`config.mk`:
```
export PLATFORM = sky130hd
export DESIGN_NAME = command_line_tokenizer
export DESIGN_NICKNAME = d
export VERILOG_FILES = /design/src/sv/clt_pkg.sv /design/src/sv/clt_scan.sv /design/src/sv/clt_queue.sv /design/src/sv/command_line_tokenizer.sv
export SDC_FILE = /design/constraint.sdc
export NUM_CORES = 1
export LEC_CHECK = 0
export BUFFER_PORTS_ARGS = -buffer_cell sky130_fd_sc_hd__buf_4
export CORE_ASPECT_RATIO = 1.4
export CORE_UTILIZATION = 60
export CTS_CLUSTER_SIZE = 30
export DETAILED_ROUTE_END_ITERATION = 10
export HOLD_SLACK_MARGIN = 0.12
export PLACE_DENSITY = 0.78
export SETUP_SLACK_MARGIN = 0.2
export SYNTH_ARGS = -nofsm -noshare
export SYNTH_HDL_FRONTEND = slang
export SYNTH_SLANG_ARGS = --single-unit
```
`constraint.sdc`:
```
create_clock -name clk -period 8.3 [get_ports clk]
set_input_delay 2.49 -clock clk [delete_from_list [all_inputs] [get_ports clk]]
set_output_delay 2.49 -clock clk [all_outputs]
set_load 0.03 [all_outputs]
```
`src/sv/clt_pkg.sv`:
```
// ----------------------------------------------------------------------------
// clt_pkg
// Types, character codes and helpers shared by the tokenizer modules.
// ----------------------------------------------------------------------------
package clt_pkg;

  typedef enum logic [2:0] {
    K_TEXT     = 3'd0,
    K_TEXT_END = 3'd1,
    K_COMMA    = 3'd2,
    K_BANG     = 3'd3,
    K_INT      = 3'd4,
    K_EOL      = 3'd5,
    K_ERROR    = 3'd6
  } kind_t;

  typedef enum logic [2:0] {
    M_IDLE  = 3'd0,
    M_WORD  = 3'd1,
    M_QUOTE = 3'd2,
    M_MINUS = 3'd3,
    M_ZERO  = 3'd4,
    M_DEC   = 3'd5,
    M_HEX   = 3'd6,
    M_SKIP  = 3'd7
  } mode_t;

  localparam logic ERR_QUOTE = 1'b0;
  localparam logic ERR_CHAR  = 1'b1;

  localparam int CHAR_W  = 16;
  localparam int VALUE_W = 64;
  localparam int COUNT_W = 11;
  localparam int POS_W   = 10;

  localparam logic [CHAR_W-1:0] CH_NUL   = 16'h0000;
  localparam logic [CHAR_W-1:0] CH_LF    = 16'h000A;
  localparam logic [CHAR_W-1:0] CH_CR    = 16'h000D;
  localparam logic [CHAR_W-1:0] CH_SPACE = 16'h0020;
  localparam logic [CHAR_W-1:0] CH_DQUO  = 16'h0022;
  localparam logic [CHAR_W-1:0] CH_BANG  = 16'h0021;
  localparam logic [CHAR_W-1:0] CH_COMMA = 16'h002C;
  localparam logic [CHAR_W-1:0] CH_MINUS = 16'h002D;
  localparam logic [CHAR_W-1:0] CH_ZERO  = 16'h0030;
  localparam logic [CHAR_W-1:0] CH_X     = 16'h0078;
  localparam logic [CHAR_W-1:0] CH_UNDER = 16'h005F;

  // result queue
  localparam int Q_DEPTH = 4;
  localparam int Q_AW    = 2;

  typedef struct packed {
    kind_t               kind;
    logic [CHAR_W-1:0]   text_char;
    logic [VALUE_W-1:0]  value;
    logic [COUNT_W-1:0]  token_count;
    logic [POS_W-1:0]    position;
    logic                error_code;
    logic                last;
  } result_t;

  // up to two results from one character
  typedef struct packed {
    logic [1:0] n;
    result_t    r0;
    result_t    r1;
  } push_t;

  function automatic logic is_digit(input logic [CHAR_W-1:0] c);
    return (c >= 16'h0030) && (c <= 16'h0039);
  endfunction

  function automatic logic is_alpha(input logic [CHAR_W-1:0] c);
    return ((c >= 16'h0061) && (c <= 16'h007A)) ||
           ((c >= 16'h0041) && (c <= 16'h005A)) || (c == CH_UNDER);
  endfunction

  function automatic logic is_hex_letter(input logic [CHAR_W-1:0] c);
    return ((c >= 16'h0061) && (c <= 16'h0066)) ||
           ((c >= 16'h0041) && (c <= 16'h0046));
  endfunction

  function automatic logic is_line_end(input logic [CHAR_W-1:0] c);
    return (c == CH_NUL) || (c == CH_LF) || (c == CH_CR);
  endfunction

  // digit or hex letter value; letters have low nibble 1..6
  function automatic logic [3:0] hex_val(input logic [CHAR_W-1:0] c);
    return is_digit(c) ? c[3:0] : 4'(c[3:0] + 4'd9);
  endfunction

  function automatic result_t mk_result(input kind_t kind,
                                        input logic [CHAR_W-1:0] text,
                                        input logic [VALUE_W-1:0] value,
                                        input logic [COUNT_W-1:0] count,
                                        input logic [POS_W-1:0] pos,
                                        input logic code);
    result_t r;
    r.kind        = kind;
    r.text_char   = text;
    r.value       = value;
    r.token_count = count;
    r.position    = pos;
    r.error_code  = code;
    r.last        = 1'b0;
    return r;
  endfunction

endpackage

```
`src/sv/clt_scan.sv`:
```
// ----------------------------------------------------------------------------
// clt_scan
// Input register plus the scanner state machine; one character per cycle while the result queue has room.
// ----------------------------------------------------------------------------
module clt_scan #(
  parameter int LINE_CHARS = 1024
) (
  input  logic                          clk,
  input  logic                          rst,
  input  logic                          in_valid,
  output logic                          in_stall,
  input  logic [clt_pkg::CHAR_W-1:0]    ch,
  input  logic                          room,
  output clt_pkg::push_t                push
);
  import clt_pkg::*;

  localparam int IDX_W = $clog2(LINE_CHARS);
  localparam int TW    = (IDX_W + 1 > COUNT_W) ? IDX_W + 1 : COUNT_W;
  localparam int PW    = (IDX_W > POS_W) ? IDX_W : POS_W;
  localparam logic [IDX_W-1:0] IDX_MAX = IDX_W'(LINE_CHARS - 1);

  // input register
  logic              full;
  logic [CHAR_W-1:0] c;
  logic              advance;

  // scanner state
  mode_t              mode, mode_next;
  logic [VALUE_W-1:0] acc, acc_next;
  logic               neg, neg_next;
  logic [IDX_W-1:0]   idx, idx_next;
  logic [IDX_W-1:0]   tokens, tokens_next;

  // helpers
  logic [IDX_W-1:0]   tok_inc;
  logic [IDX_W:0]     tok_plus;
  logic [TW-1:0]      tok_wide;
  logic [PW-1:0]      idx_wide;
  logic [COUNT_W-1:0] eol_count;
  logic [POS_W-1:0]   pos_now;
  logic [VALUE_W-1:0] int_val;
  logic [VALUE_W-1:0] acc_dec;
  logic [VALUE_W-1:0] acc_hex;

  // token start decode
  result_t            st_res;
  logic               st_emit;
  mode_t              st_mode;
  logic [VALUE_W-1:0] st_acc;
  logic [IDX_W-1:0]   st_tok;
  logic               st_end;

  result_t r0;
  logic    r0_v;
  logic    use_st;
  logic    ended;
  push_t   push_c;

  assign advance  = full && room;
  assign in_stall = full && !room;

  always_ff @(posedge clk) begin
    if (rst) begin
      full <= 1'b0;
    end else if (in_valid && !in_stall) begin
      full <= 1'b1;
    end else if (advance) begin
      full <= 1'b0;
    end
    if (in_valid && !in_stall) begin
      c <= ch;
    end
  end

  assign tok_inc   = (tokens < IDX_MAX) ? IDX_W'(tokens + 1'b1) : tokens;
  assign tok_plus  = {1'b0, tokens} + 1'b1;
  assign tok_wide  = TW'(tok_plus);
  assign eol_count = tok_wide[COUNT_W-1:0];
  assign idx_wide  = PW'(idx);
  assign pos_now   = idx_wide[POS_W-1:0];
  assign int_val   = neg ? (VALUE_W'(0) - acc) : acc;
  assign acc_dec   = (acc << 3) + (acc << 1) + VALUE_W'(c[3:0]);
  assign acc_hex   = (acc << 4) | VALUE_W'(hex_val(c));

  // start of a new token; accumulator and sign are set afresh here, whatever they held
  always_comb begin
    st_emit = 1'b0;
    st_res  = '0;
    st_mode = M_IDLE;
    st_acc  = '0;
    st_tok  = tokens;
    st_end  = 1'b0;
    priority if (is_line_end(c)) begin
      st_emit = 1'b1;
      st_res  = mk_result(K_EOL, '0, '0, eol_count, '0, 1'b0);
      st_end  = 1'b1;
    end else if (c == CH_SPACE) begin
      st_mode = M_IDLE;
    end else if (c == CH_DQUO) begin
      st_tok  = tok_inc;
      st_mode = M_QUOTE;
    end else if (c == CH_COMMA) begin
      st_tok  = tok_inc;
      st_emit = 1'b1;
      st_res  = mk_result(K_COMMA, '0, '0, '0, '0, 1'b0);
    end else if (c == CH_BANG) begin
      st_tok  = tok_inc;
      st_emit = 1'b1;
      st_res  = mk_result(K_BANG, '0, '0, '0, '0, 1'b0);
    end else if (is_digit(c)) begin
      st_tok  = tok_inc;
      st_acc  = VALUE_W'(c[3:0]);
      st_mode = (c == CH_ZERO) ? M_ZERO : M_DEC;
    end else if (c == CH_MINUS) begin
      // remember where the minus stood for a possible error
      st_acc  = VALUE_W'(idx);
      st_mode = M_MINUS;
    end else if (is_alpha(c)) begin
      st_tok  = tok_inc;
      st_emit = 1'b1;
      st_res  = mk_result(K_TEXT, c, '0, '0, '0, 1'b0);
      st_mode = M_WORD;
    end else begin
      st_emit = 1'b1;
      st_res  = mk_result(K_ERROR, '0, '0, '0, pos_now, ERR_CHAR);
      st_mode = M_SKIP;
    end
  end

  always_comb begin
    r0          = '0;
    r0_v        = 1'b0;
    use_st      = 1'b0;
    ended       = 1'b0;
    mode_next   = mode;
    acc_next    = acc;
    neg_next    = neg;
    tokens_next = tokens;
    idx_next    = idx;
    unique case (mode)
      M_IDLE: begin
        use_st = 1'b1;
      end
      M_WORD: begin
        if (is_alpha(c) || is_digit(c)) begin
          r0_v = 1'b1;
          r0   = mk_result(K_TEXT, c, '0, '0, '0, 1'b0);
        end else begin
          r0_v   = 1'b1;
          r0     = mk_result(K_TEXT_END, '0, '0, '0, '0, 1'b0);
          use_st = 1'b1;
        end
      end
      M_QUOTE: begin
        r0_v = 1'b1;
        if (c == CH_DQUO) begin
          r0        = mk_result(K_TEXT_END, '0, '0, '0, '0, 1'b0);
          mode_next = M_IDLE;
        end else if (is_line_end(c)) begin
          r0    = mk_result(K_ERROR, '0, '0, '0, pos_now, ERR_QUOTE);
          ended = 1'b1;
        end else begin
          r0 = mk_result(K_TEXT, c, '0, '0, '0, 1'b0);
        end
      end
      M_MINUS: begin
        if (is_digit(c)) begin
          neg_next    = 1'b1;
          tokens_next = tok_inc;
          acc_next    = VALUE_W'(c[3:0]);
          mode_next   = (c == CH_ZERO) ? M_ZERO : M_DEC;
        end else begin
          r0_v      = 1'b1;
          r0        = mk_result(K_ERROR, '0, '0, '0, acc[POS_W-1:0], ERR_CHAR);
          acc_next  = '0;
          mode_next = M_SKIP;
          ended     = is_line_end(c);
        end
      end
      M_ZERO: begin
        if (c == CH_X) begin
          mode_next = M_HEX;
        end else if (is_digit(c)) begin
          acc_next  = VALUE_W'(c[3:0]);
          mode_next = M_DEC;
        end else begin
          r0_v   = 1'b1;
          r0     = mk_result(K_INT, '0, int_val, '0, '0, 1'b0);
          use_st = 1'b1;
        end
      end
      M_DEC: begin
        if (is_digit(c)) begin
          acc_next = acc_dec;
        end else begin
          r0_v   = 1'b1;
          r0     = mk_result(K_INT, '0, int_val, '0, '0, 1'b0);
          use_st = 1'b1;
        end
      end
      M_HEX: begin
        if (is_digit(c) || is_hex_letter(c)) begin
          acc_next = acc_hex;
        end else begin
          r0_v   = 1'b1;
          r0     = mk_result(K_INT, '0, int_val, '0, '0, 1'b0);
          use_st = 1'b1;
        end
      end
      M_SKIP: begin
        ended = is_line_end(c);
      end
    endcase

    if (use_st) begin
      mode_next   = st_mode;
      acc_next    = st_acc;
      neg_next    = 1'b0;
      tokens_next = st_tok;
      ended       = st_end;
    end

    if (ended) begin
      mode_next   = M_IDLE;
      acc_next    = '0;
      neg_next    = 1'b0;
      tokens_next = '0;
      idx_next    = '0;
    end else if (idx < IDX_MAX) begin
      idx_next = IDX_W'(idx + 1'b1);
    end

    // pack results in order, flag the final one
    push_c = '0;
    if (r0_v) begin
      push_c.r0 = r0;
      push_c.r1 = st_res;
      push_c.n  = (use_st && st_emit) ? 2'd2 : 2'd1;
    end else begin
      push_c.r0 = st_res;
      push_c.n  = (use_st && st_emit) ? 2'd1 : 2'd0;
    end
    if (push_c.n == 2'd2) begin
      push_c.r1.last = 1'b1;
    end else begin
      push_c.r0.last = 1'b1;
    end
    if (!advance) begin
      push_c.n = 2'd0;
    end
    push = push_c;
  end

  always_ff @(posedge clk) begin
    if (rst) begin
      mode   <= M_IDLE;
      acc    <= '0;
      neg    <= 1'b0;
      idx    <= '0;
      tokens <= '0;
    end else if (advance) begin
      mode   <= mode_next;
      acc    <= acc_next;
      neg    <= neg_next;
      idx    <= idx_next;
      tokens <= tokens_next;
    end
  end

endmodule

```
`src/sv/clt_queue.sv`:
```
// ----------------------------------------------------------------------------
// clt_queue
// Four-entry result queue: takes up to two results a cycle, gives one while the receiver does not stall.
// ----------------------------------------------------------------------------
module clt_queue (
  input  logic             clk,
  input  logic             rst,
  input  clt_pkg::push_t   push,
  output logic             room,
  output logic             head_valid,
  input  logic             pop,
  output clt_pkg::result_t head
);
  import clt_pkg::*;

  result_t         entries [Q_DEPTH];
  logic [Q_AW-1:0] wr_ptr;
  logic [Q_AW-1:0] rd_ptr;
  logic [Q_AW:0]   cnt;

  // room for a full pair of results
  assign room       = cnt <= (Q_AW + 1)'(Q_DEPTH - 2);
  assign head_valid = cnt != '0;
  assign head       = entries[rd_ptr];

  always_ff @(posedge clk) begin
    if (push.n != 2'd0) begin
      entries[wr_ptr] <= push.r0;
    end
    if (push.n == 2'd2) begin
      entries[Q_AW'(wr_ptr + 1'b1)] <= push.r1;
    end
  end

  always_ff @(posedge clk) begin
    if (rst) begin
      wr_ptr <= '0;
      rd_ptr <= '0;
      cnt    <= '0;
    end else begin
      wr_ptr <= Q_AW'(wr_ptr + push.n);
      rd_ptr <= Q_AW'(rd_ptr + pop);
      cnt    <= (Q_AW + 1)'(cnt + push.n - pop);
    end
  end

endmodule

```
`src/sv/command_line_tokenizer.sv`:
```
// ----------------------------------------------------------------------------
// command_line_tokenizer
// Console line tokenizer: 16-bit characters in, token results out.
// ----------------------------------------------------------------------------
// Input channel: in_valid / in_stall carry one character (ch) per request.
// Output channel: out_valid / out_stall carry one result per request; last
// marks the final result caused by a character (a character gives 0 to 2).
// An accepted character waits in the input register until the queue has
// room; it is then scanned, and its results are written into the queue,
// whose head drives the output. Throughput is one character per cycle
// while the queue has room. Characters that end a word or a number and
// also emit a token of their own give two results, and the single-result
// output port then sets the pace.
// Results go through a four-entry queue; in_stall rises when the input
// register is full and the queue holds more than two results, so a stalled
// receiver backs up into the input side without dropping anything.
// Reset (rst, synchronous) empties the queue and puts the scanner between
// tokens at character index zero with no tokens counted.
// ----------------------------------------------------------------------------
module command_line_tokenizer #(
  parameter int LINE_CHARS = 1024
) (
  input  logic                               clk,
  input  logic                               rst,
  input  logic                               in_valid,
  output logic                               in_stall,
  input  logic [clt_pkg::CHAR_W-1:0]         ch,
  output logic                               out_valid,
  input  logic                               out_stall,
  output logic [2:0]                         kind,
  output logic [clt_pkg::CHAR_W-1:0]         text_char,
  output logic signed [clt_pkg::VALUE_W-1:0] value,
  output logic [clt_pkg::COUNT_W-1:0]        token_count,
  output logic [clt_pkg::POS_W-1:0]          position,
  output logic                               error_code,
  output logic                               last
);
  import clt_pkg::*;

  push_t   push;
  logic    room;
  result_t head;

  clt_scan #(
    .LINE_CHARS(LINE_CHARS)
  ) u_scan (
    .clk      (clk),
    .rst      (rst),
    .in_valid (in_valid),
    .in_stall (in_stall),
    .ch       (ch),
    .room     (room),
    .push     (push)
  );

  clt_queue u_queue (
    .clk        (clk),
    .rst        (rst),
    .push       (push),
    .room       (room),
    .head_valid (out_valid),
    .pop        (out_valid && !out_stall),
    .head       (head)
  );

  assign kind        = head.kind;
  assign text_char   = head.text_char;
  assign value       = head.value;
  assign token_count = head.token_count;
  assign position    = head.position;
  assign error_code  = head.error_code;
  assign last        = head.last;

endmodule

```
==> reports/qor.csv, run 1 <==
stage,metric,value,unit
critical_path,cp-startpoint,u_scan.c[1]$_DFFE_PP_,
cts,postCtsHoldBufs,0,
cts,cts-resized-gates,0,
synthesis,synthDistinctLibCells,88,
worst_hold_path,hold_path_class,reg -> reg,
worst_hold_path,holdPathStages,2,
pwr,seqPwrFrac,0.420,
synthesis,synth_ff_type,dfxtp_1,
cts,clockRootBuffer,clkbuf_16,
synthesis,ys_seq_elements,536,
timing,holdWs,0.4527,ns
synthesis,synth_top_cell_area_share,0.2490,
floorplan,fp-row-count,93,
synthesis,ys_seq_area_frac,0.4443,
finish,area_growth,11.04,%
synthesis,synthSimpleGateAreaFrac,0.1354,
synthesis,synth.avg_cell_area,10.06,um^2
global_routing,grt_max_degree,67,
timing,fmax,0.1462,GHz
pwr,switching_share,0.3230,
synthesis,synth_compound_area_frac,0.1995,
synthesis,synthCells,2812,
run,maxCapViolations,0,
synthesis,synth_top_family_by_area,compound AO/OA/AOI/OAI gates,
floorplan,ios,128,
critical_path,cp-endpoint,u_queue.entries[0][3]$_DFFE_PP_,
synthesis,syn_area,28290,um^2
cts,postCtsSetupRepairBufs,0,
route,ant_nets,0,
finish,mostFrequentLayoutCells,"dfxtp_1 (349), nand2_1 (251), o21ai_0 (235), nor2_1 (221), edfxtp_1 (184)",
synthesis,synth_fa_ha_area_frac,0.06182,
route,drt-wirelength-per-cell,23.20,um
timing,finalCritPeriodShare,0.8242,
cts,clk_path_buf_depth,3,
pwr,leakagePower,11.89,nW
critical_path,reg2reg_depth,16,
route,viasPerCell,6.672,
critical_path,reg2reg_to,u_queue.entries[0][3]$_DFFE_PP_,
finish,finalNonFillerCells,3492,
cts,clkSlewWorstSetupHoldPaths,0.07,ns
route,via_count,23298,
critical_path,rr_startpoint,u_scan.c[1]$_DFFE_PP_,
synthesis,syn_nets,2970,
pwr,p_comb_frac,0.240,
timing,skew,0.05476,ns
cts,htree_levels,2,
critical_path,critical_path_class,reg -> reg,
timing,relSlewSlack,0.2843,
timing,hold_violations,0,
place,numPlacedInstances,3399,
finish,final_common_cell,dfxtp_1,
timing,fin_tns_setup,0,ns
place,globalplace.congestion,0.9639,
finish,diodes,0,
global_routing,grt-ovfl-total,0,
synthesis,async_flop_share,0,
critical_path,cp_max_fo,34,
timing,layout_min_cycle_time,6.841,ns
finish,fin_nets,2992,
place,numPortBuffers,127,
run_status,status,finished clean,
critical_path,cp_data_required_time,8.74,ns
cts,clock_latency,0.61,ns
route,drt-pass1-iter-count,6,
cts,numCtsBuffers,50,
timing,report.final.slew_viol_count,0,
synthesis,synthXorXnorAreaFrac,0.04303,
route,drtIter0Drc,2150,
route,drc,0,
global_routing,grt_pass1_wl,126400,um
critical_path,end_kind,flip-flop,
pwr,power_density,231.3,nW/um^2
global_routing,grt_pass1_vias,22952,
timing,tightest_slew,1.072,ns
route,drt-total-wl,81020,um
floorplan,dieWidth,185.5,um
critical_path,rrSetupSlack,1.46,ns
cts,cts.sinks,536,
pwr,clockPowerShare,0.340,
pwr,internal-power,4.920,mW
global_routing,gr-usage-all-layers,0.3369,
synthesis,synth_area_leader_cell,dfxtp_1,
floorplan,die_h,258.9,um
critical_path,start_kind,flip-flop,
finish,fin_util,0.6784,
timing,rsz0062_at_grt,no,
floorplan,core,46310,um^2
floorplan,initial_utilization,0.6110,
cts,cts_tree,yes,
synthesis,synth.mux.area_fraction,0.08543,
synthesis,synth_edf_count,184,
floorplan,die-area,48040,um^2
global_routing,antenna_found_initial,0,
synthesis,synth_area_leaders,"dfxtp_1 (25%), edfxtp_1 (20%), mux4_2 (8.4%)",
critical_path,arrival,7.28,ns
finish,drive_gt1_frac,0.1360,
pwr,power_switching,2.348,mW
pwr,ir_worst_vdd,0.0002194,V
synthesis,synth_warnings,0,
place,post-dp-hpwl,56000,um
timing,setup_viol,0,
==> worst max-delay path, stage by stage, from the launching register on <==
cell and delay [ns]:
edfxtp_1 0.62, clkinv_1 0.40, ha_1 0.37, or4b_1 0.54, o31ai_1 0.24, nand2_1 0.14
a211oi_1 0.67, o21ai_2 0.11, buf_4 0.26, o31a_1 0.19, inv_1 0.50, ha_1 0.34
nand2_1 0.11, nor2_1 0.31, nand3_1 0.77, o22ai_2 0.87, a22o_1 0.24
==> synthesized netlist by cell type (all sizes together) (4+ instances only) <==
master / number
xor2: 89
o21ai: 279
and2: 42
a32oi: 5
nand3b: 7
nand2: 251
a22o: 165
and3: 27
a31oi: 11
a21oi: 143
or3: 20
nor4: 8
a22oi: 54
inv: 30
mux4: 106
nand4: 25
a221o: 4
nand2b: 9
a21o: 39
clkbuf: 165
and4: 5
ha: 135
a211oi: 10
nor2: 229
edfxtp: 184
o41ai: 11
o22a: 5
o21bai: 16
a41oi: 4
or4: 12
o211ai: 4
xnor2: 50
a31o: 4
o22ai: 37
o31ai: 23
o21a: 11
nor2b: 28
buf: 25
a21boi: 5
nand3: 79
nor3: 56
dfxtp: 352
==> power by group through the flow <==
stage	combinational [mW]	sequential (mW)	clock, mW
after CTS	1.74	3.05	2.49
after detailed placement	1.72	3.10	0
final	1.75	3.05	2.47
after global routing	1.87	3.07	2.59
after global placement	1.70	3.09	0
after floorplan	1.30	2.97	0
==> per-layer routing <==
metal / wire, um / vias to the layer above / global-route usage
met4: 5683 / 0 / 0.2234
met1: 29300 / 11424 / 0.3825
met3: 4602 / 252 / 0.03605
met2: 41440 / 1012 / 0.5949
met5: 0 / - / 0
li1: - / 10610 / -
==> worst min-delay path by stage <==
stage,start,slack [ns],to
floorplan,u_queue.entries[1][24]$_SDFFE_PP0N_,0.42,u_queue.entries[1][24]$_SDFFE_PP0N_
global placement,u_queue.entries[0][85]$_SDFFE_PP0P_,0.43,u_queue.entries[0][85]$_SDFFE_PP0P_
detailed placement,u_queue.entries[3][76]$_SDFFE_PP0N_,0.44,u_queue.entries[3][76]$_SDFFE_PP0N_
CTS,u_queue.entries[1][76]$_SDFFE_PP0N_,0.45,u_queue.entries[1][76]$_SDFFE_PP0N_
global route,u_queue.entries[3][76]$_SDFFE_PP0N_,0.47,u_queue.entries[3][76]$_SDFFE_PP0N_
finish,u_queue.entries[1][76]$_SDFFE_PP0N_,0.45,u_queue.entries[1][76]$_SDFFE_PP0N_
==> state kept, by name, summed over array words and instances, names as in the netlist <==
register and count:
u_scan.full 1, u_queue.cnt 3, u_scan.idx 10, u_scan.mode 3, u_scan.neg 1, u_queue.wr_ptr 2
u_queue.rd_ptr 2, u_scan.tokens 10, u_scan.c 16, u_queue.entries 424, u_scan.acc 64
==> logic make-up after synthesis <==
logic type	Yosys count
adder cells (fa/ha/maj)	138
AO/OA/AOI/OAI	855
XOR/XNOR	139
multiplexers	109
flip-flops	536
AND/OR/NAND/NOR	812
buffers and inverters	223
==> per-stage QoR <==
| stage | power [mW] | area (um^2) | setup WS, ns |
|---|---|---|---|
| 2_1_floorplan | 4.264 | 28290 | 2.313 |
| 3_3_place_gp | 4.794 | 29610 | 2.014 |
| 3_5_place_dp | 4.825 | 29610 | 1.660 |
| 4_1_cts | 7.275 | 31420 | 1.667 |
| 5_1_grt | 7.524 | 31420 | 1.123 |
| 6_report | 7.268 | 31420 | 1.459 |
==> cell type report <==
class / instances / area (um^2)
fill: 3608 / 14890
clock buffer: 64 / 1415
clock inverter: 29 / 389.1
tap: 617 / 772.0
timing repair buffer: 161 / 1221
inverter: 32 / 120.1
sequential: 536 / 12580
multi-input combinational: 2053 / 14920
Power figures use the tool's default switching activity.
==> run 2, diff against run 1 <==
--- a/config.mk
+++ b/config.mk
@@ -7,11 +7,11 @@
 export LEC_CHECK = 0
 export BUFFER_PORTS_ARGS = -buffer_cell sky130_fd_sc_hd__buf_4
 export CORE_ASPECT_RATIO = 1.4
-export CORE_UTILIZATION = 60
+export CORE_UTILIZATION = 56
 export CTS_CLUSTER_SIZE = 30
 export DETAILED_ROUTE_END_ITERATION = 10
 export HOLD_SLACK_MARGIN = 0.12
-export PLACE_DENSITY = 0.78
+export PLACE_DENSITY = 0.76
 export SETUP_SLACK_MARGIN = 0.2
 export SYNTH_ARGS = -nofsm -noshare
 export SYNTH_HDL_FRONTEND = slang
==> constraint.sdc (replaced) <==
create_clock -name clk -period 6.05 [get_ports clk]
set_input_delay 1.815 -clock clk [delete_from_list [all_inputs] [get_ports clk]]
set_output_delay 1.815 -clock clk [all_outputs]
set_load 0.03 [all_outputs]
==> reports/qor.csv, run 2 (synthesis gave the netlist of run 1 again) <==
stage,metric,value,unit,change
route,via_count,23550,,+1.1%
global_routing,grt_pass1_vias,23344,,+1.7%
run_status,status,finished clean,,
timing,rsz0062_at_grt,no,,
finish,final_common_cell,dfxtp_1,,
timing,tightest_slew,1.135,ns,+0.06269 ns
finish,top_register,u_queue.entries,,
cts,cts-resized-gates,0,,unchanged
finish,mostFrequentLayoutCells,"dfxtp_1 (349), nand2_1 (251), o21ai_0 (235), nor2_1 (221)",,
global_routing,grt_pass1_wl,129300,um,+2.3%
cts,postCtsHoldBufs,0,,unchanged
finish,area_growth,11.86,%,
cts,clockRootBuffer,clkbuf_16,,
critical_path,path_cells,"nor4_1, nand3_1, or3_1, or3b_2, nor3_1, o21ai_0, o21ai_0, nor3_1, ha_1, or2_2, nor3_1, a21oi_1, buf_4, o22a_1, nor2b_1",,
finish,largest_register_ffs,424,,unchanged
route,drt-wirelength-per-cell,23.63,um,+1.8%
finish,fin_util,0.6330,,-0.04542
pwr,switching_share,0.3315,,+0.008418
cts,cts.sinks,536,,unchanged
timing,report.final.slew_viol_count,0,,unchanged
run,maxCapViolations,0,,unchanged
finish,multi_input_comb_area,14940,um^2,+0.11%
critical_path,end_kind,flip-flop,,
pwr,internal-power,6.692,mW,+36%
floorplan,ios,128,,unchanged
critical_path,cp_data_required_time,6.53,ns,-2.21 ns
global_routing,grt_max_degree,67,,unchanged
global_routing,antenna_found_initial,0,,unchanged
finish,fin_area,31650,um^2,+0.74%
critical_path,reg2reg_depth,15,,-1
cts,clock_latency,0.65,ns,+0.04 ns
finish,fill_cells,4025,,+12%
cts,cts_tree,yes,,
worst_hold_path,holdPathStages,2,,unchanged
place,post-dp-hpwl,57410,um,+2.5%
timing,skew,0.05863,ns,+0.003877 ns
place,numPortBuffers,127,,unchanged
critical_path,critical_path_class,reg -> reg,,
critical_path,crit_top_cell,nor3_1,,
route,drtIter0Drc,2043,,-5.0%
route,ant_nets,0,,unchanged
finish,diodes,0,,unchanged
floorplan,die-area,51440,um^2,+7.1%
critical_path,critPathMaxStageDelay,0.60,ns,-0.27 ns
floorplan,initial_utilization,0.5659,,-0.04510
route,drt-total-wl,83740,um,+3.4%
finish,drive_gt1_frac,0.1437,,+0.007744
critical_path,start_kind,flip-flop,,
global_routing,grt-ovfl-total,0,,unchanged
worst_hold_path,hold_path_class,reg -> reg,,
floorplan,core,50000,um^2,+8.0%
cts,postCtsSetupRepairBufs,0,,unchanged
timing,holdWs,0.4537,ns,+0.001006 ns
floorplan,die_h,268.0,um,+3.5%
finish,top_regs,"u_queue.entries: 424 flops, u_scan.acc: 64 flops, u_scan.c: 16 flops",,
route,viasPerCell,6.645,,-0.40%
cts,numCtsBuffers,50,,unchanged
floorplan,dieWidth,192.0,um,+3.5%
pwr,clockPowerShare,0.335,,-0.005
cts,htree_levels,2,,unchanged
critical_path,worst_path_max_delay_cell,nor4_1,,
pwr,leakagePower,11.96,nW,+0.59%
pwr,power_switching,3.318,mW,+41%
timing,hold_violations,0,,unchanged
timing,fin_tns_setup,0,ns,unchanged
route,drt-pass1-iter-count,6,,unchanged
critical_path,arrival,5.98,ns,-1.30 ns
place,globalplace.congestion,0.9774,,+1.4%
timing,finalCritPeriodShare,0.9095,,+0.08537
place,placed_cell_area,29880,um^2,+0.90%
global_routing,gr-usage-all-layers,0.3228,,-0.01412
pwr,p_comb_frac,0.248,,+0.008
timing,fmax,0.1817,GHz,+24%
pwr,ir_worst_vdd,0.0003275,V,+49%
pwr,seqPwrFrac,0.417,,-0.003
route,drc,0,,unchanged
pwr,power_density,316.2,nW/um^2,+37%
finish,fin_nets,3018,,+0.87%
finish,regArea,12580,um^2,unchanged
timing,layout_min_cycle_time,5.503,ns,-1.338 ns
timing,relSlewSlack,0.2377,,-0.04657
floorplan,fp-row-count,97,,+4.3%
cts,clk_path_buf_depth,3,,unchanged
timing,setup_viol,0,,unchanged
pwr,design_power_total,10.01,mW,+38%
cts,clkSlewWorstSetupHoldPaths,0.07,ns,about the same
critical_path,cp_max_fo,13,,-62%
run 2: cell types whose count changed in the layout (fill, tap and decap cells not counted), sizes merged:
cell / before / now
bufinv: 7 / 6
clkbuf: 64 / 62
clkinvlp: 1 / 6
buf: 161 / 187
clkinv: 20 / 17
inv: 33 / 34
run 2: area by class of cell:
type	count	share of cell area
tap	643	0.02542
sequential	536	0.3975
clock buffer	62	0.04285
inverter	32	0.004032
timing repair buffer	187	0.04554
clock inverter	31	0.01277
multi-input combinational	2053	0.4719
run 2: stage by stage:
step / setup WS, ns / cells
floorplan: 0.2714 / 2812
global placement: 0.6868 / 3451
detailed placement: 0.5149 / 3451
CTS: 0.4692 / 3544
global route: 0.2199 / 3544
finish: 0.5473 / 3544
run 2: power by group through the flow:
stage | sequential, mW | combinational, mW | clock (mW)
6_report | 4.17 | 2.48 | 3.36
5_1_grt | 4.20 | 2.65 | 3.52
4_1_cts | 4.17 | 2.46 | 3.40
3_5_place_dp | 4.25 | 2.45 | 0
3_3_place_gp | 4.23 | 2.42 | 0
2_1_floorplan | 4.07 | 1.78 | 0
run 2: layer usage:
| layer | GRT usage | routed length [um] | vias to the layer above | part of all wire |
|---|---|---|---|---|
| met5 | 0 | 0 | - | 0 |
| met4 | 0.2386 | 6598 | 0 | 0.079 |
| met3 | 0.03931 | 5240 | 285 | 0.063 |
| met2 | 0.5525 | 41610 | 1098 | 0.50 |
| met1 | 0.3695 | 30300 | 11524 | 0.36 |
| li1 | - | - | 10643 | - |
run 2: critical path, delay by kind of cell (launching register included):
family	cells	cell delay, ns
and+or+nand+nor	9	3.48
AOI/OAI and AO/OA	4	0.79
DFF	1	0.46
adders and majority gates	1	0.37
buffers and inverters	1	0.23
run 2: final timing paths:
check / start / end / slack (ns)
setup / recovery: u_scan.c[12]$_DFFE_PP_ / u_queue.entries[1][91]$_DFFE_PP_ / 0.55
hold / removal: u_queue.entries[1][76]$_SDFFE_PP0N_ / u_queue.entries[1][76]$_SDFFE_PP0N_ / 0.45
setup reg to reg: u_scan.c[12]$_DFFE_PP_ / u_queue.entries[1][91]$_DFFE_PP_ / 0.55
hold reg to reg: u_queue.entries[1][76]$_SDFFE_PP0N_ / u_queue.entries[1][76]$_SDFFE_PP0N_ / 0.45
==> run 3, diff against run 2 <==
--- a/config.mk
+++ b/config.mk
@@ -5,13 +5,14 @@
 export SDC_FILE = /design/constraint.sdc
 export NUM_CORES = 1
 export LEC_CHECK = 0
+export ABC_AREA = 1
 export BUFFER_PORTS_ARGS = -buffer_cell sky130_fd_sc_hd__buf_4
 export CORE_ASPECT_RATIO = 1.4
-export CORE_UTILIZATION = 56
+export CORE_UTILIZATION = 57
 export CTS_CLUSTER_SIZE = 30
 export DETAILED_ROUTE_END_ITERATION = 10
 export HOLD_SLACK_MARGIN = 0.12
-export PLACE_DENSITY = 0.76
+export PLACE_DENSITY = 0.77
 export SETUP_SLACK_MARGIN = 0.2
 export SYNTH_ARGS = -nofsm -noshare
 export SYNTH_HDL_FRONTEND = slang
==> reports/qor.csv, run 3 <==
stage,metric,value,unit,change
run_status,status,finished clean,,
cts,cts.sinks,536,,unchanged
critical_path,cp_data_required_time,6.40,ns,-0.13 ns
global_routing,grt_max_degree,180,,+170%
worst_hold_path,holdPathEnd,u_queue.entries[1][80]$_SDFFE_PP0N_,,
cts,numCtsBuffers,49,,-2.0%
cts,clockRootBuffer,clkbuf_16,,
timing,fin_tns_setup,0,ns,unchanged
synthesis,synth_top_cell_area_share,0.2216,,-0.02748
global_routing,antenna_found_initial,3,,+3
place,dp_slack,1.190,ns,+0.6749 ns
route,drc,0,,unchanged
route,viasPerCell,6.096,,-8.3%
global_routing,gr-usage-all-layers,0.3864,,+0.06364
timing,report.final.slew_viol_count,0,,unchanged
critical_path,start_kind,flip-flop,,
timing,holdWs,0.4512,ns,-0.002447 ns
timing,hold_violations,0,,unchanged
synthesis,synth_edf_count,184,,unchanged
finish,diodes,0,,unchanged
run,maxCapViolations,0,,unchanged
synthesis,async_flop_share,0,,unchanged
route,drt-wirelength-per-cell,21.34,um,-9.7%
timing,fmax,0.2027,GHz,+12%
synthesis,ys_seq_area_frac,0.3953,,-0.04903
worst_hold_path,min-delay-start,u_queue.entries[1][80]$_SDFFE_PP0N_,,
global_routing,grt_pass1_vias,30009,,+29%
critical_path,reg2reg_depth,18,,+3
synthesis,synthCells,4470,,+59%
cts,cts-resized-gates,0,,unchanged
critical_path,arrival,5.28,ns,-0.70 ns
floorplan,fp-row-count,102,,+5.2%
finish,final_common_cell,nand2_1,,
finish,top_register,u_queue.entries,,
place,placed_cell_area,33200,um^2,+11%
floorplan,die_h,281.5,um,+5.0%
cts,clkSlewWorstSetupHoldPaths,0.07,ns,about the same
critical_path,rrSetupSlack,1.12,ns,+0.57 ns
cts,clk_path_buf_depth,3,,unchanged
floorplan,ios,128,,unchanged
synthesis,synth_area_leaders,"dfxtp_1 (22%), edfxtp_1 (17%), nand2_1 (13%)",,
route,via_count,31941,,+36%
critical_path,critical_path_class,reg -> reg,,
worst_hold_path,hold_path_class,reg -> reg,,
timing,tightest_slew,1.209,ns,+0.07455 ns
cts,clock_latency,0.63,ns,-0.02 ns
global_routing,grt_pass1_wl,170200,um,+32%
finish,area_growth,9.930,%,
synthesis,ys_seq_elements,536,,unchanged
cts,postCtsHoldBufs,0,,unchanged
synthesis,synthDistinctLibCells,58,,-34%
pwr,power_density,339.7,nW/um^2,+7.4%
timing,setup_ws,1.117,ns,+0.5700 ns
critical_path,rr_startpoint,u_scan.c[1]$_DFFE_PP_,,
timing,layout_min_cycle_time,4.933,ns,-0.5700 ns
finish,fill_cells,5104,,+27%
synthesis,synth_warnings,0,,unchanged
place,post-dp-hpwl,78620,um,+37%
floorplan,dieWidth,201.6,um,+5.0%
worst_hold_path,holdPathStages,2,,unchanged
timing,finalCritPeriodShare,0.8153,,-0.09422
route,drtIter0Drc,2819,,+38%
cts,cts_tree,yes,,
place,globalplace.congestion,1.058,,+8.2%
timing,setup_viol,0,,unchanged
synthesis,synth.avg_cell_area,7.115,um^2,-29%
floorplan,die-area,56760,um^2,+10%
finish,mostFrequentLayoutCells,"nand2_1 (1114), o21ai_0 (558), nor2_1 (552), dfxtp_1 (350), inv_1 (299)",,
route,drt-total-wl,111800,um,+33%
pwr,leakagePower,14.72,nW,+23%
cts,postCtsSetupRepairBufs,0,,unchanged
synthesis,syn_nets,4628,,+56%
route,ant_nets,0,,unchanged
finish,largest_register_ffs,424,,unchanged
finish,fin_nets,4629,,+53%
synthesis,synth.top_cells.by_count,"nand2_1 (1114), nor2_1 (559), o21ai_0 (558)",,
synthesis,syn_area,31800,um^2,+12%
critical_path,reg2reg_to,u_queue.entries[0][15]$_DFFE_PP_,,
cts,htree_levels,2,,unchanged
floorplan,initial_utilization,0.5755,,+0.009674
global_routing,grt-ovfl-total,0,,unchanged
finish,fin_area,34960,um^2,+10%
timing,relSlewSlack,0.1853,,-0.05240
critical_path,end_kind,flip-flop,,
finish,top_regs,"u_queue.entries: 424 flops, u_scan.acc: 64 flops, u_scan.c: 16 flops",,
synthesis,post-synth-top-count-cell,nand2_1,,
route,drt-pass1-iter-count,7,,+1
pwr,ir_worst_vdd,0.0003128,V,-4.5%
pwr,design_power_total,11.88,mW,+19%
synthesis,synth_area_leader_cell,dfxtp_1,,
timing,rsz0062_at_grt,no,,
place,numPortBuffers,127,,unchanged
floorplan,core,55260,um^2,+11%
critical_path,cp_max_fo,23,,+10
synthesis,synth_ff_type,dfxtp_1,,
finish,drive_gt1_frac,0.07824,,-0.06551
timing,skew,0.03043,ns,-0.02821 ns
## run 3: cell type report
cell class / instances / area (um^2) / share of cell area
Tap cell: 728 / 910.9 / 0.02605
Timing Repair Buffer: 177 / 1416 / 0.04051
Inverter: 328 / 1241 / 0.03550
Sequential cell: 536 / 12580 / 0.3598
Clock buffer: 71 / 1451 / 0.04151
Multi-Input combinational cell: 3379 / 17050 / 0.4877
Clock inverter: 21 / 312.8 / 0.008947
## run 3: worst max-delay path, cell delays in order, from the launching register on
cell and delay (ns):
edfxtp_1 0.57, inv_2 0.21, ha_1 0.26, nor2_1 0.06, o21ai_1 0.15, nand4_2 0.48, nand4_1 0.35, nand2_1 0.14
nor2_4 0.13, nand2_4 0.14, inv_2 0.09, nor2_1 0.06, ha_1 0.31, o21ai_1 0.13, buf_4 0.19, nor3_4 0.06
nor2_4 0.12, clkinv_1 0.71, buf_12 0.47
## run 3: routing by layer
metal  share of wire  global-route usage
met1            0.36              0.4392
met2            0.48              0.6561
met3           0.075             0.05606
met4           0.085              0.2988
met5         0.00037                   0
## run 3: logic make-up (layout without fill, tap and decap cells)
logic type | count (synthesis) | in the layout | synth area share
AOI/OAI and AO/OA | 1050 | 1050 | 0.1829
DFF | 536 | 536 | 0.3953
and+or+nand+nor | 2127 | 2127 | 0.2785
adders and majority gates | 138 | 138 | 0.05500
xor gates and xnor gates | 64 | 64 | 0.01762
buffers and inverters | 555 | 597 | 0.07069
## run 3: worst max-delay path by stage
stage,end,from,slack [ns],cells after the start
after global placement,u_queue.entries[0][7]$_DFFE_PP_,u_scan.c[1]$_DFFE_PP_,1.24,18
after CTS,u_queue.entries[0][105]$_DFFE_PP_,u_scan.c[1]$_DFFE_PP_,1.16,18
final,u_queue.entries[0][15]$_DFFE_PP_,u_scan.c[1]$_DFFE_PP_,1.12,18
after detailed placement,u_queue.entries[0][7]$_DFFE_PP_,u_scan.c[1]$_DFFE_PP_,1.19,18
after floorplan,u_queue.entries[0][0]$_DFFE_PP_,u_scan.c[1]$_DFFE_PP_,1.31,21
after global routing,u_queue.entries[0][60]$_SDFFE_PP0P_,u_scan.c[1]$_DFFE_PP_,0.86,19
## run 3: through the flow
step,std cells,utilization
floorplan,4470,-
global placement,5148,0.6008
detailed placement,5148,0.6008
CTS,5240,0.6327
global route,5240,0.6327
finish,5240,0.6327
## run 3: power by group
part | switching, mW | internal, mW
Sequential | 0.159 | 3.91
Clock | 1.45 | 1.94
Combinational | 3.20 | 1.21
